<file path="src/hw/rtl/nosc_pkg.sv">
// Natural-order string comparator: shared types, constants and helpers.
// Used by nosc_ctrl, nosc_datapath and natural_order_string_compare.
`timescale 1ns / 1ps

package nosc_pkg;

    localparam int CHAR_W = 16;

    localparam logic [CHAR_W-1:0] DIGIT_ZERO = 16'h0030;
    localparam logic [CHAR_W-1:0] DIGIT_NINE = 16'h0039;

    typedef enum logic [1:0] {
        ST_IDLE,
        ST_START,
        ST_WALK,
        ST_RUN
    } state_t;

    // Commands from the controller to the datapath
    typedef struct packed {
        logic load;         // input transfer: store the units of this position
        logic step;         // advance both pointers by one unit
        logic run_init;     // clear both digit-run accumulators
        logic run_step;     // fold one digit into each active run
        logic finish;       // load the result register, clear lengths and pointers
        logic result_less;  // result to load with finish
    } cmd_t;

    // Status from the datapath to the controller
    typedef struct packed {
        logic exhausted;    // either pointer has reached its length
        logic right_left;   // right pointer still below right length
        logic left_digit;
        logic right_digit;
        logic char_lt;
        logic char_gt;
        logic run_busy;     // at least one side still takes digits
        logic run_lt;
        logic run_gt;
        logic out_valid;    // result register holds an untaken result
    } status_t;

    function automatic logic is_digit(input logic [CHAR_W-1:0] c);
        is_digit = (c >= DIGIT_ZERO) && (c <= DIGIT_NINE);
    endfunction

endpackage

</file>
<file path="src/hw/rtl/nosc_ctrl.sv">
// Controller of the natural-order string comparator: load, walk and run states.
// Depends on nosc_pkg.
`timescale 1ns / 1ps

module nosc_ctrl (
    input  logic              aclk,
    input  logic              aresetn,
    input  logic              s_tvalid,
    input  logic              s_tlast,
    output logic              s_tready,
    input  logic              m_tready,
    input  nosc_pkg::status_t status,
    output nosc_pkg::cmd_t    cmd
);

    nosc_pkg::state_t state_reg;
    nosc_pkg::state_t state_next;
    logic             out_free;

    assign out_free = !status.out_valid || m_tready;

    always_ff @(posedge aclk) begin
        if (!aresetn) begin
            state_reg <= nosc_pkg::ST_IDLE;
        end else begin
            state_reg <= state_next;
        end
    end

    always_comb begin
        state_next = state_reg;
        s_tready   = 1'b0;
        cmd        = '0;
        unique case (state_reg)
            nosc_pkg::ST_IDLE: begin
                // hold off the closing transfer until the result register is free
                s_tready = !s_tlast || out_free;
                if (s_tvalid && s_tready) begin
                    cmd.load = 1'b1;
                    if (s_tlast) begin
                        state_next = nosc_pkg::ST_START;
                    end
                end
            end
            nosc_pkg::ST_START: begin
                // first units are being read out of the buffers
                state_next = nosc_pkg::ST_WALK;
            end
            nosc_pkg::ST_WALK: begin
                priority if (status.exhausted) begin
                    cmd.finish      = 1'b1;
                    cmd.result_less = status.right_left;
                end else if (status.left_digit && status.right_digit) begin
                    cmd.run_init = 1'b1;
                end else if (status.left_digit) begin
                    cmd.finish      = 1'b1;
                    cmd.result_less = 1'b1;
                end else if (status.right_digit) begin
                    cmd.finish = 1'b1;
                end else if (status.char_lt) begin
                    cmd.finish      = 1'b1;
                    cmd.result_less = 1'b1;
                end else if (status.char_gt) begin
                    cmd.finish = 1'b1;
                end else begin
                    cmd.step = 1'b1;
                end
                if (cmd.finish) begin
                    state_next = nosc_pkg::ST_IDLE;
                end else if (cmd.run_init) begin
                    state_next = nosc_pkg::ST_RUN;
                end
            end
            nosc_pkg::ST_RUN: begin
                priority if (status.run_busy) begin
                    cmd.run_step = 1'b1;
                end else if (status.run_lt) begin
                    cmd.finish      = 1'b1;
                    cmd.result_less = 1'b1;
                    state_next      = nosc_pkg::ST_IDLE;
                end else if (status.run_gt) begin
                    cmd.finish = 1'b1;
                    state_next = nosc_pkg::ST_IDLE;
                end else begin
                    state_next = nosc_pkg::ST_WALK;
                end
            end
            default: begin
                state_next = nosc_pkg::ST_IDLE;
            end
        endcase
    end

endmodule

</file>
<file path="src/hw/rtl/nosc_datapath.sv">
// Datapath of the natural-order string comparator: string buffers, lengths,
// walk pointers, digit-run accumulators and the result register. Depends on nosc_pkg.
`timescale 1ns / 1ps

module nosc_datapath #(
    parameter int MAX_LEN        = 32,
    parameter int MAX_RUN_DIGITS = 9
) (
    input  logic                          aclk,
    input  logic                          aresetn,
    input  nosc_pkg::cmd_t                cmd,
    input  logic [nosc_pkg::CHAR_W-1:0]   in_left_char,
    input  logic                          in_left_valid,
    input  logic [nosc_pkg::CHAR_W-1:0]   in_right_char,
    input  logic                          in_right_valid,
    input  logic                          m_tready,
    output nosc_pkg::status_t             status,
    output logic                          out_left_is_less,
    output logic                          out_length_overflow
);

    localparam int IDX_W = (MAX_LEN > 1) ? $clog2(MAX_LEN) : 1;
    localparam int LEN_W = $clog2(MAX_LEN + 1);
    // bits for 10**MAX_RUN_DIGITS - 1 (log2 10 rounded up slightly)
    localparam int VAL_W = (MAX_RUN_DIGITS * 3322 + 999) / 1000;
    localparam int SIG_W = $clog2(MAX_RUN_DIGITS + 1);

    logic [nosc_pkg::CHAR_W-1:0] lbuf_mem [MAX_LEN];
    logic [nosc_pkg::CHAR_W-1:0] rbuf_mem [MAX_LEN];

    logic [LEN_W-1:0] llen_reg, llen_next, rlen_reg, rlen_next;
    logic [LEN_W-1:0] lptr_reg, lptr_next, rptr_reg, rptr_next;
    logic             ovf_reg, ovf_next;
    logic [nosc_pkg::CHAR_W-1:0] lch_reg, rch_reg;
    logic [IDX_W-1:0] lrd_addr, rrd_addr;
    logic             lwr_en, rwr_en, lfull, rfull;

    logic [VAL_W-1:0] lval_reg, lval_next, rval_reg, rval_next;
    logic [VAL_W-1:0] lval_step, rval_step;
    logic [SIG_W-1:0] lsig_reg, lsig_next, rsig_reg, rsig_next;
    logic             lact, ract, lin, rin;

    logic out_valid_reg, out_valid_next;
    logic out_less_reg, out_less_next;
    logic out_ovf_reg, out_ovf_next;

    assign lfull  = (llen_reg >= LEN_W'(MAX_LEN));
    assign rfull  = (rlen_reg >= LEN_W'(MAX_LEN));
    assign lwr_en = cmd.load && in_left_valid && !lfull;
    assign rwr_en = cmd.load && in_right_valid && !rfull;

    // read data always belongs to the pointer value of the coming cycle
    assign lrd_addr = (lptr_next < LEN_W'(MAX_LEN)) ? lptr_next[IDX_W-1:0] : '0;
    assign rrd_addr = (rptr_next < LEN_W'(MAX_LEN)) ? rptr_next[IDX_W-1:0] : '0;

    always_ff @(posedge aclk) begin
        if (lwr_en) begin
            lbuf_mem[llen_reg[IDX_W-1:0]] <= in_left_char;
        end
        lch_reg <= lbuf_mem[lrd_addr];
    end

    always_ff @(posedge aclk) begin
        if (rwr_en) begin
            rbuf_mem[rlen_reg[IDX_W-1:0]] <= in_right_char;
        end
        rch_reg <= rbuf_mem[rrd_addr];
    end

    assign lin  = (lptr_reg < llen_reg);
    assign rin  = (rptr_reg < rlen_reg);
    assign lact = lin && nosc_pkg::is_digit(lch_reg) && (lsig_reg < SIG_W'(MAX_RUN_DIGITS));
    assign ract = rin && nosc_pkg::is_digit(rch_reg) && (rsig_reg < SIG_W'(MAX_RUN_DIGITS));

    // value * 10 + digit; the digit is the low nibble of an ASCII digit
    assign lval_step = (lval_reg << 3) + (lval_reg << 1) + VAL_W'(lch_reg[3:0]);
    assign rval_step = (rval_reg << 3) + (rval_reg << 1) + VAL_W'(rch_reg[3:0]);

    always_comb begin
        llen_next = llen_reg;
        rlen_next = rlen_reg;
        ovf_next  = ovf_reg;
        lptr_next = lptr_reg;
        rptr_next = rptr_reg;
        lval_next = lval_reg;
        rval_next = rval_reg;
        lsig_next = lsig_reg;
        rsig_next = rsig_reg;

        if (lwr_en) begin
            llen_next = llen_reg + 1'b1;
        end
        if (rwr_en) begin
            rlen_next = rlen_reg + 1'b1;
        end
        if (cmd.load && ((in_left_valid && lfull) || (in_right_valid && rfull))) begin
            ovf_next = 1'b1;
        end

        if (cmd.step) begin
            lptr_next = lptr_reg + 1'b1;
            rptr_next = rptr_reg + 1'b1;
        end

        if (cmd.run_init) begin
            lval_next = '0;
            rval_next = '0;
            lsig_next = '0;
            rsig_next = '0;
        end
        if (cmd.run_step && lact) begin
            lval_next = lval_step;
            lptr_next = lptr_reg + 1'b1;
            if ((lval_reg != '0) || (lch_reg[3:0] != 4'd0)) begin
                lsig_next = lsig_reg + 1'b1;
            end
        end
        if (cmd.run_step && ract) begin
            rval_next = rval_step;
            rptr_next = rptr_reg + 1'b1;
            if ((rval_reg != '0) || (rch_reg[3:0] != 4'd0)) begin
                rsig_next = rsig_reg + 1'b1;
            end
        end

        // drop the pair once its result is taken into the output register
        if (cmd.finish) begin
            llen_next = '0;
            rlen_next = '0;
            ovf_next  = 1'b0;
            lptr_next = '0;
            rptr_next = '0;
        end
    end

    always_comb begin
        out_valid_next = out_valid_reg;
        out_less_next  = out_less_reg;
        out_ovf_next   = out_ovf_reg;
        if (cmd.finish) begin
            out_valid_next = 1'b1;
            out_less_next  = cmd.result_less;
            out_ovf_next   = ovf_reg;
        end else if (m_tready) begin
            out_valid_next = 1'b0;
        end
    end

    always_ff @(posedge aclk) begin
        if (!aresetn) begin
            llen_reg      <= '0;
            rlen_reg      <= '0;
            ovf_reg       <= 1'b0;
            lptr_reg      <= '0;
            rptr_reg      <= '0;
            out_valid_reg <= 1'b0;
        end else begin
            llen_reg      <= llen_next;
            rlen_reg      <= rlen_next;
            ovf_reg       <= ovf_next;
            lptr_reg      <= lptr_next;
            rptr_reg      <= rptr_next;
            out_valid_reg <= out_valid_next;
        end
    end

    always_ff @(posedge aclk) begin
        lval_reg     <= lval_next;
        rval_reg     <= rval_next;
        lsig_reg     <= lsig_next;
        rsig_reg     <= rsig_next;
        out_less_reg <= out_less_next;
        out_ovf_reg  <= out_ovf_next;
    end

    always_comb begin
        status.exhausted   = !lin || !rin;
        status.right_left  = rin;
        status.left_digit  = nosc_pkg::is_digit(lch_reg);
        status.right_digit = nosc_pkg::is_digit(rch_reg);
        status.char_lt     = (lch_reg < rch_reg);
        status.char_gt     = (lch_reg > rch_reg);
        status.run_busy    = lact || ract;
        status.run_lt      = (lval_reg < rval_reg);
        status.run_gt      = (lval_reg > rval_reg);
        status.out_valid   = out_valid_reg;
    end

    assign out_left_is_less    = out_less_reg;
    assign out_length_overflow = out_ovf_reg;

`ifndef NO_ASSERTIONS
    a_len_bound: assert property (@(posedge aclk) disable iff (!aresetn)
        (llen_reg <= LEN_W'(MAX_LEN)) && (rlen_reg <= LEN_W'(MAX_LEN)))
        else $error("string length beyond buffer depth");

    a_ptr_bound: assert property (@(posedge aclk) disable iff (!aresetn)
        (lptr_reg <= llen_reg) && (rptr_reg <= rlen_reg))
        else $error("walk pointer beyond stored length");
`endif

endmodule

</file>
<file path="src/hw/rtl/natural_order_string_compare.sv">
// Natural-order string comparator: top level joining controller and datapath.
// Depends on nosc_pkg, nosc_ctrl and nosc_datapath.
//
// Usage:
//   Input stream (s_): one transfer per string position, carrying one UTF-16
//   code unit of the left and of the right string with a presence flag each.
//   Positions are taken one per cycle while s_tready is high. Units beyond
//   MAX_LEN per string are dropped and reported as length overflow. tlast
//   marks the final position. Output stream (m_): one transfer per pair,
//   after the final position: left_is_less (1 = left sorts strictly before
//   right) and length_overflow. Processing: after the final transfer the
//   buffers are read out, then the walk steps over each matched non-digit
//   unit, opens each digit run, takes the digits of the longer run of the
//   pair one at a time and compares the runs; each string buffer has a
//   single read port. During that walk s_tready is low.
//   The result waits in an output register; loading of the next pair goes on
//   while it waits, only its final transfer is held until the result is taken.
//   Reset (aresetn low, synchronous) empties both strings, clears the
//   overflow flag and drops any pending result.
`timescale 1ns / 1ps

module natural_order_string_compare #(
    parameter int MAX_LEN        = 32,
    parameter int MAX_RUN_DIGITS = 9
) (
    input  logic        aclk,
    input  logic        aresetn,
    input  logic        s_tvalid,
    output logic        s_tready,
    input  logic [31:0] s_tdata,   // [15:0] left_char, [31:16] right_char
    input  logic [1:0]  s_tuser,   // [0] left_valid, [1] right_valid
    input  logic        s_tlast,   // is_last
    output logic        m_tvalid,
    input  logic        m_tready,
    output logic [7:0]  m_tdata,   // [0] left_is_less, [7:1] zero
    output logic [0:0]  m_tuser    // [0] length_overflow
);

    nosc_pkg::cmd_t    cmd;
    nosc_pkg::status_t status;
    logic              left_is_less;
    logic              length_overflow;

    nosc_ctrl u_ctrl (
        .aclk     (aclk),
        .aresetn  (aresetn),
        .s_tvalid (s_tvalid),
        .s_tlast  (s_tlast),
        .s_tready (s_tready),
        .m_tready (m_tready),
        .status   (status),
        .cmd      (cmd)
    );

    nosc_datapath #(
        .MAX_LEN        (MAX_LEN),
        .MAX_RUN_DIGITS (MAX_RUN_DIGITS)
    ) u_datapath (
        .aclk                (aclk),
        .aresetn             (aresetn),
        .cmd                 (cmd),
        .in_left_char        (s_tdata[15:0]),
        .in_left_valid       (s_tuser[0]),
        .in_right_char       (s_tdata[31:16]),
        .in_right_valid      (s_tuser[1]),
        .m_tready            (m_tready),
        .status              (status),
        .out_left_is_less    (left_is_less),
        .out_length_overflow (length_overflow)
    );

    // result register drives the output transfer directly
    assign m_tvalid = status.out_valid;
    assign m_tdata  = {7'd0, left_is_less};
    assign m_tuser  = length_overflow;

`ifndef NO_ASSERTIONS
    a_finish_shows: assert property (@(posedge aclk) disable iff (!aresetn)
        cmd.finish |=> m_tvalid)
        else $error("finished comparison not presented");

    a_finish_free: assert property (@(posedge aclk) disable iff (!aresetn)
        cmd.finish |-> !m_tvalid)
        else $error("result overwrites an untaken result");

    a_last_free: assert property (@(posedge aclk) disable iff (!aresetn)
        (s_tvalid && s_tready && s_tlast) |-> (!m_tvalid || m_tready))
        else $error("final transfer taken while result register busy");
`endif

endmodule
</file>
<file path="config.mk">
export PLATFORM = sky130hd
export DESIGN_NAME = natural_order_string_compare
export DESIGN_NICKNAME = d
export VERILOG_FILES = /design/src/hw/rtl/nosc_pkg.sv /design/src/hw/rtl/nosc_ctrl.sv /design/src/hw/rtl/nosc_datapath.sv /design/src/hw/rtl/natural_order_string_compare.sv
export SDC_FILE = /design/constraint.sdc
export NUM_CORES = 2
export LEC_CHECK = 0
export ABC_CLOCK_PERIOD_IN_PS = 5900
export BUFFER_PORTS_ARGS = -buffer_cell sky130_fd_sc_hd__buf_2
export CELL_PAD_IN_SITES_DETAIL_PLACEMENT = 1
export CELL_PAD_IN_SITES_GLOBAL_PLACEMENT = 2
export CORE_MARGIN = 3
export CORE_UTILIZATION = 46
export DETAILED_ROUTE_END_ITERATION = 12
export GPL_ROUTABILITY_DRIVEN = 0
export HOLD_SLACK_MARGIN = 0.08
export PLACE_DENSITY_LB_ADDON = 0.1
export SYNTH_ARGS = -nofsm -noshare
export SYNTH_HDL_FRONTEND = slang
export SYNTH_HIERARCHICAL = 1
export SYNTH_SLANG_ARGS = --single-unit
</file>
<file path="constraint.sdc">
create_clock -name aclk -period 5.9 [get_ports aclk]
set_clock_uncertainty 0.05 [all_clocks]
set_input_delay 1.18 -clock aclk [delete_from_list [all_inputs] [get_ports aclk]]
set_output_delay 1.18 -clock aclk [all_outputs]
set_load 0.01 [all_outputs]
</file>
* Word level (Yosys, flattened, before mapping) *
Memories as Yosys holds them, arrays and structs flattened. A register that Yosys moved wholly into a read port is not among the register bits.
Cells that the tools add are included.

storage, ports and cells
  bits in registers = 98
  RAM bits = 1024
  input port bits = 39
  output and inout port bits = 11
  word-level logic and storage cells = 148
  memories = 2

operators by class
  $add $sub $neg = 10
  magnitude comparators = 16
  equal/unequal tests = 7
  muxes and demuxes = 59
  bitwise logic cells = 1
  reductions and logical operators = 40

memory list
  memory               words  width  rd ports  clocked after memory_dff  wr ports  RTL line             source
  u_datapath.lbuf_mem  32     16     1         1                         1         nosc_datapath.sv:28  logic [nosc_pkg::CHAR_W-1:0] lbuf_mem [MAX_LEN];
  u_datapath.rbuf_mem  32     16     1         1                         1         nosc_datapath.sv:29  logic [nosc_pkg::CHAR_W-1:0] rbuf_mem [MAX_LEN];

operators by type and width
  kind                   count
  $mux W30               3
  $add A30 B30 Y30       2
  $add A30 B4 Y30        2
  $reduce_bool A30 Y1    2
  $mux W6                6
  $ge A16 B6 Y1 const B  2
  $le A16 B6 Y1 const B  2
  $gt A30 B30 Y1         1
  $lt A30 B30 Y1         1
  $mux W2                15
  $mux W1                25
  $add A6 B1 Y6 const B  4
  $mux W4                6
  $logic_and A1 B1 Y1    17
  $gt A16 B16 Y1         1
  $lt A16 B16 Y1         1
  $ge A6 B6 Y1 const B   2
  $lt A6 B6 Y1           2
  $lt A6 B6 Y1 const B   2
  $mux W5                2
  $add A4 B1 Y4 const B  2
  $lt A4 B4 Y1 const B   2
  $pmux W2 S4            1
  $reduce_bool A4 Y1     2
  13 further kinds       28

* Logic depth before layout (Yosys ltp) *
  depth after elaboration = 14
  mapped depth = 26
  gate-level depth less buffers = 23

* Modules after synthesis *
Netlist, hierarchy kept.

by module, submodules not included
  module                        instances  cells each  area an instance (um^2)  sequential area each (um^2)
  nosc_datapath                 1          3657        48901.9                  33932.5
  nosc_ctrl                     1          35          230.2                    40.0
  natural_order_string_compare  1          9           63.8                     0.0

* Worst setup path after synthesis *
OpenSTA, ideal clock, no wires.

  path kind = reg-to-reg
  start = register u_datapath/rch_reg[1] (netlist name) (read register of u_datapath.rbuf_mem)
  end = register u_datapath/lch_reg[10] (netlist name) (read register of u_datapath.lbuf_mem)
  setup time = 0.123 ns
  arrival = 4.736 ns
  data required time = 5.727 ns
  setup slack = 0.992 ns
  cell stages (with the launch flop) = 24
  path buffers = 2
  clock period less this slack = 4.908 ns
  cells stage by stage = dfxtp_1 inv_1 ha_1 nor2b_1 o21a_1 o21a_1 o21a_1 o21ai_0 nand2b_1 a21oi_1 o211ai_1 o21ai_0 nor2_1 nor4_2 nor3b_1 nand2_1 a21oi_1 xor2_1 nor3_2 clkbuf_1 clkbuf_1 o21ai_0 nand4_1 nand3_1

RTL lines
  element      RTL line             source
  from (decl)  nosc_datapath.sv:34  logic [nosc_pkg::CHAR_W-1:0] lch_reg, rch_reg;
  to (decl)    nosc_datapath.sv:34

==> metrics.md <==
| Metric | Value |
|---|---|
| Status | finished, final reports clean |
| CP peak stage delay | 0.44 ns |
| Drc violations | 0 |
| Final setup violation count | 0 |
| Die area | 110900 sq um |
| Rows | 119 |
| Final Cycle Share | between 90 and 100% |
| Unrepaired setup endpoints after global routing | no |
| Synth async-reset ratio | 0% |
| Boundary Pins | 50 |
| Distinct cells, synth | slightly above 80 |
| Total Routed Length | 144.8 mm |
| Total grt overflow | 0 |
| Worst-skew pair later-pin latency | 0.70 ns |
| Clock root cell | clkbuf_16 |
| Initial core utilization | 46.54% |
| First-pass GRT wire length | 216.7 mm |
| WP data required | 6.38 ns |
| Final Hold Fails | 0 |
| Pleak | 19.64 nW |
| CTS Sinks | 1154 |
| Post-route cell area | ~56000 sq um |
| Share of cells above drive strength 1 | 10.73% |
| Syn-to-layout area delta | 13.46% |
| Final min period | approximately 5.5 ns |
| Avg Cell Area, Syn | 13.29 sq um |
| Die width | 333.0 um |
| Die H | 333.0 um |
| Yosys reg bits | 1154 |
| Slew margin rel. | 31.62% |
| Top cells by area, synth | edfxtp_1, nand2_1, ha_1 |
| Post-DR wirelength/cell | 27.33 um |
| Total iterations of the first detailed-routing run | 5 |
| Data arrival, critical path | 5.94 ns |
| Critical path class | flip-flop to flip-flop |
| GRT Overall Usage | 25.65% |
| Initial antenna violation count | 3 |
| Vias in the first global route | 34020 |
| CP Max Fanout | 64 |
| Avg Vias per Cell | 6.111 |
| H-tree Lvls | 3 |
| Final Util | 52.80% |
| Non-Filler Instances | around 5300 |
| Placed inst area | 51680 sq um |
| Post-Syn Instances | about 3700 |
| Final ANT Viol Nets | 0 |
| CP startpoint kind | flip-flop |
| Cts hold-fix bufs | 0 |
| Synth top area share | 66.29% |
| Worst-path clk slew | roughly 0.06 ns |
| Setup TNS | 0 ns |
| Crit path max-delay cell type | dfxtp_1 |
| CP Capture Type | flip-flop |
| Hold/Removal Path Class | flip-flop to flip-flop |
| List of most frequent post-synthesis cells | edfxtp_1, nand2_1, nor2_1 |
| CTS tree | built |
| Total power | around 17 mW |
| Core outline area | about 110000 sq um |
| Post-synthesis sequential area ratio | 69.06% |
| Slew @ Worst Pin | 1.023 ns |
| Synth area leader | edfxtp_1 |
| Post-synth EDFFs | between 1000 and 1500 |
| CTS max path bufs | 3 |
| Synthesized area | 49200 sq um |
| Most common cell in the netlist | edfxtp_1 |
| CP cell instances | inv_1 > ha_1 > nor2b_1 > o21a_1 > o21a_1 > o21a_1 > o21ai_0 > nand2b_1 > a21oi_1 > o211ai_1 > o21ai_0 > nor2_1 > nor4_2 > a21oi_1 > o311a_2 > nor2b_1 > nor2b_1 > mux2i_4 > buf_12 > o22ai_1 > a221oi_1 > buf_4 > a21oi_1 > nand3_1 |
| Main flop type after synthesis | edfxtp_1 |
| DRT iter0 DRCs | 2588 |
| HPWL after DPL | 90.82 mm |
| Inst Count DP | 5064 |
| Worst vdd ir | 0.0003001 V |
| Fillers | roughly 10000 |
| Pins Over Slew Limit | 0 |
| Cts bufs inserted | 121 |
| Buffers on Ports | 42 |
| Vias | 32370 |
| Pwr Density | 306.7 nW/um^2 |
| Fin nets | ~4000 |
| FMAX | 183.2 MHz |
| Largest net degree at the start of global routing | 108 |
| Synth warn | 6 |
| Max-Cap Viols | 0 |
kinds of logic after synthesis:
logic type | share of synthesized area [%]
AND/OR/NAND/NOR | 10.88
flip-flops | 69.06
AO/OA/AOI/OAI | 10.06
buffers and inverters | 2.592
adder cells (fa/ha/maj) | 4.690
multiplexers | 1.554
XOR/XNOR | 1.157
other | 0.007623
cell type report:
cell class                 count  area, sq um  area share, %
clock buffer                 162         3366          6.030
antenna                        1        2.502       0.004483
inverter                     102        382.9         0.6859
tap                         1391         1740          3.118
multi-input combinational   2249        14110          25.28
clock inverter                69        747.0          1.338
timing repair buffer         170         1493          2.674
sequential                  1154        33970          60.87
metal layers:
layer  routed length, um  GRT usage (%)
met4                2452          5.682
met2               69440          42.57
met1               64980          36.52
met3                7899          3.132
met5                   0              0
path summary, 6_finish.rpt:
check,depth (start not counted),start,slack (ns),end
max reg2reg,24,u_datapath/rch_reg[1],0.44,u_datapath/lch_reg[6]
min,0,u_datapath/ovf_reg,0.39,u_datapath/out_length_overflow
max,24,u_datapath/rch_reg[1],0.44,u_datapath/lch_reg[6]
min reg2reg,0,u_datapath/ovf_reg,0.39,u_datapath/out_length_overflow
worst max-delay path, delay by kind of cell (launching register included):
family | cells | cell delay, ns
AND/OR/NAND/NOR | 7 | 1.45
multiplexers | 1 | 0.18
flip-flops | 1 | 0.44
buffers and inverters | 3 | 0.53
adder cells (fa/ha/maj) | 1 | 0.30
AO/OA/AOI/OAI | 12 | 2.26
metrics by stage:
step	worst slack [ns]	hold WS [ns]
after global placement	0.2542	0.3736
after detailed placement	0.3746	0.3746
after CTS	0.3406	0.3913
after floorplan	0.9915	0.3590
final	0.4429	0.3911
after global routing	0.04909	0.4078
power breakdown:
| group | internal, mW | switching (mW) | total (mW) |
|---|---|---|---|
| clock network | 4.61 | 3.21 | 7.82 |
| registers | 8.97 | 0.0273 | 9.00 |
| logic | 0.0668 | 0.226 | 0.293 |
timing repair:
item,CTS,global route
setup endpoints to repair,0,2
gates resized for setup,0,2
setup buffers,0,1
layout by cell type (no fill, tap or decap), types with 66 or more instances in the layout:
cell       count
a21oi_1       79
a31oi_1      123
buf_4        102
clkbuf_16    125
dfxtp_1       67
edfxtp_1    1086
ha_1         178
inv_1        102
mux2i_1       71
nand2_1      602
nand3_1      117
nand4_1       66
nor2_1       190
o21ai_0       83
o22ai_1      179
No activity file was read; power rests on OpenSTA's default activity.
